===== config.mk =====
export PLATFORM = sky130hd
export DESIGN_NAME = iia_ram
export DESIGN_NICKNAME = d
export VERILOG_FILES = /design/src/rtl/iia_ram.sv
export SDC_FILE = /design/constraint.sdc
export NUM_CORES = 1
export LEC_CHECK = 0
export BUFFER_PORTS_ARGS = -buffer_cell sky130_fd_sc_hd__clkbuf_2
export CORE_ASPECT_RATIO = 0.8
export CORE_MARGIN = 5
export CORE_UTILIZATION = 50
export CTS_CLUSTER_SIZE = 12
export DETAILED_ROUTE_END_ITERATION = 8
export PLACE_DENSITY_LB_ADDON = 0.08
export SYNTH_ARGS = -nofsm -noshare
export SYNTH_HDL_FRONTEND = slang
export SYNTH_SLANG_ARGS = --single-unit
export TNS_END_PERCENT = 50

===== constraint.sdc =====
create_clock -name clk -period 4.4 [get_ports clk]
set_input_delay 0.22 -clock clk [delete_from_list [all_inputs] [get_ports clk]]
set_output_delay 0.22 -clock clk [all_outputs]
set_load 0.01 [all_outputs]

===== src/rtl/iia_ram.sv =====
// Generic simple dual-port RAM, one write and one registered read port.
// No dependencies.
`default_nettype none

module iia_ram #(
	parameter int WIDTH = 8,
	parameter int DEPTH = 16
) (
	input  wire logic                     clk,
	input  wire logic                     we,
	input  wire logic [$clog2(DEPTH)-1:0] waddr,
	input  wire logic [WIDTH-1:0]         wdata,
	input  wire logic                     re,
	input  wire logic [$clog2(DEPTH)-1:0] raddr,
	output logic      [WIDTH-1:0]         rdata
);

	logic [WIDTH-1:0] mem [DEPTH];

	always_ff @(posedge clk) begin
		if (we) begin
			mem[waddr] <= wdata;
		end
		if (re) begin
			rdata <= mem[raddr];
		end
	end

endmodule

`default_nettype wire


==> impl_metrics.py <==
metrics = {
    "critical_path": {
        "worstPathRequired_ns": 4.55,
        "cp.arrival_ns": 2.13,
        "startpoint_type": "primary input",
        "crit_type": "in2reg",
        "r2r_start": "mem[3][7]",
        "endpoint_kind": "register",
        "cp_slowest_stage_delay_ns": 0.64,
        "r2r_setup_slack_ns": 2.85,
        "cp_max_fo": 23,
        "cp_cell_sequence": "clkbuf_2 -> buf_4 -> mux4_1 -> a22oi_1 -> nand2_1",
        "reg2reg_depth": 3,
        "cp_slowest_cell": "clkbuf_2",
        "timing.rr.end": "rdata[7]",
    },
    "clocking": {
        "clk_pin_slew_worst_paths_ns": 0.06,
        "post_cts_buffers": 0,
        "cts_hold_buf": 0,
        "worstSkewPairLatency_ns": 0.42,
        "cts_root_buf": "clkbuf_16",
        "cts_max_level": 4,
        "cts_resized": 0,
        "cts.path.max_buffers": 2,
        "cts_buffers": 17,
        "cts_tree": "done",
        "clock_sinks": 136,
    },
    "yosys": {
        "synth_nets": 248,
        "netlist_instances": 229,
        "synth_seq_cells": 136,
        "netlist_area_sq_mm": 0.00523,
        "synth_warnings": 0,
        "synthDistinctLibCells": 18,
        "avgSynthCellArea_sq_um": 22.8,
        "seq_area_frac_synth_pct": 78.1,
    },
    "drt": {
        "routedWlPerCell_microns": 24.2,
        "dr.pass1.iters": 7,
        "drtAntennaViolNets": 0,
        "postRouteWirelength_microns": 10200,
        "drt-vias-per-instance": 5.75,
        "drtIter0Drc": 247,
        "vias": 2416,
        "route.detailed.drc": 0,
    },
    "global_route": {
        "grt_pass1_vias": 2562,
        "grt_pass1_wl_microns": 15500,
        "antenna_found_initial": 0,
        "grtUsageTotal_pct": 17.5,
        "overflow": 0,
        "grt_max_degree": 33,
    },
    "power": {
        "p_per_area_mw_per_mm2": 502,
        "total_power_uw": 3060,
        "power.leakage_uw": 0.00203,
        "ir_drop_mv": 0.358,
    },
    "sta": {
        "slew_headroom_pct": 27.6,
        "tightest_slew_ns": 1.08,
        "rsz0062_at_grt": "false",
        "final_hold_viol_count": 0,
        "setup_viol": 0,
        "period_needed_ns": 1.98,
        "fmax_mhz": 506,
        "period_share_pct": 44.9,
        "fin_skew_ns": 0.0120,
        "slew_viol_final": 0,
        "setup_ws_ns": 2.42,
        "finalSetupTns_ns": 0,
    },
    "hold_path": {
        "whs_path_depth": 1,
        "holdPathEnd": "rdata[2]",
        "hold_start": "re",
        "hp-class": "in2reg",
    },
    "placement": {
        "dpl_cell_area_sq_mm": 0.00548,
        "place_ws_ns": 2.00,
        "place_congestion": 0.736,
        "dp_hpwl_microns": 6220,
        "port_buffers": 26,
    },
    "cells_and_area": {
        "fin_area_sq_mm": 0.00609,
        "nets": 286,
        "syn_to_final_growth_pct": 16.4,
        "drive_above_1_share_pct": 28.6,
        "final_util_pct": 59.4,
        "antenna_cells": 0,
    },
    "floorplan": {
        "initial_core_util_pct": 51.1,
        "rows": 33,
        "die_h_microns": 101,
        "die_area_sq_mm": 0.0126,
        "fp.dieW_microns": 124,
        "core_sq_mm": 0.0102,
        "num_io_pins": 27,
    },
    "outcome": {
        "status": "completed",
    },
    "flow_run": {
        "maxCapViolations": 0,
    },
}
[area by class of cell]
class	count	area, sq um
Tap cell	140	175
Multi-Input combinational cell	83	1070
Clock buffer	17	425
Sequential cell	136	4080
Clock inverter	15	183
Timing Repair Buffer	29	153
Fill cell	750	4150
[synth_stat cells (all sizes together)]
cell / number / area, sq um
edfxtp: 136 / 4080
mux4: 32 / 773
a22oi: 16 / 120
nor2: 13 / 48.8
nand2: 9 / 33.8
buf: 7 / 56.3
nor3: 4 / 20.0
clkdlybuf4s25: 3 / 30.0
nand2b: 2 / 12.5
nand3b: 2 / 15.0
and2: 1 / 6.26
and2b: 1 / 7.51
nand3: 1 / 5.00
nor2b: 1 / 6.26
or3b: 1 / 8.76
[cell usage in the layout, fill, tap and decap left out, types with 3 or more instances in the layout]
| cell type | n |
|---|---|
| edfxtp_1 | 136 |
| mux4_2 | 18 |
| buf_4 | 3 |
| bufinv_16 | 4 |
| nand2_1 | 9 |
| a22oi_1 | 16 |
| nor2_1 | 13 |
| clkinv_2 | 6 |
| clkbuf_2 | 26 |
| clkbuf_16 | 17 |
| mux4_1 | 14 |
[worst max-delay path: cells and delay by family]
kind | cells | cell delay, ns
buffers and inverters | 2 | 1.00
and+or+nand+nor | 1 | 0.08
muxes | 1 | 0.61
AOI/OAI and AO/OA | 1 | 0.20
[sequential cells by signal, indices dropped and copies added (netlist names)]
register / count
mem: 128
rdata: 8
[stage by stage]
stage | instances | hold WS, ns
2_1_floorplan | 229 | 0.319
3_3_place_gp | 388 | 0.596
3_5_place_dp | 388 | 0.587
4_1_cts | 420 | 0.148
5_1_grt | 420 | 0.160
6_report | 420 | 0.154
[kinds of logic (layout without fill, tap and decap cells)]
group | after synthesis | count (layout) | synth area share (%)
AOI/OAI and AO/OA | 16 | 16 | 2.30
and+or+nand+nor | 35 | 35 | 3.14
DFF | 136 | 136 | 78.1
buffers and inverters | 10 | 61 | 1.65
muxes | 32 | 32 | 14.8
[power by group]
group	internal, uW	total, uW	switching [uW]
Clock	939	1460	519
Combinational	51.2	130	79.0
Sequential	1460	1470	6.65
[routing by layer]
metal	GRT usage, %	wire length (microns)	share of wire [%]	up-vias
met5	0	0	0	-
li1	-	-	-	1058
met4	5.81	42	0.41	0
met3	5.48	532	5.2	4
met2	26.7	4850	48	68
met1	24.6	4760	47	1286
[how the worst max path moves through the flow]
stage	depth (start not counted)	end	from
after floorplan	2	mem[0][0]	waddr[2]
after global placement	5	rdata[2]	raddr[0]
after detailed placement	5	rdata[5]	raddr[0]
after CTS	5	rdata[3]	raddr[0]
after global routing	5	rdata[3]	raddr[0]
final	5	rdata[3]	raddr[0]
Power figures use the tool's default switching activity.
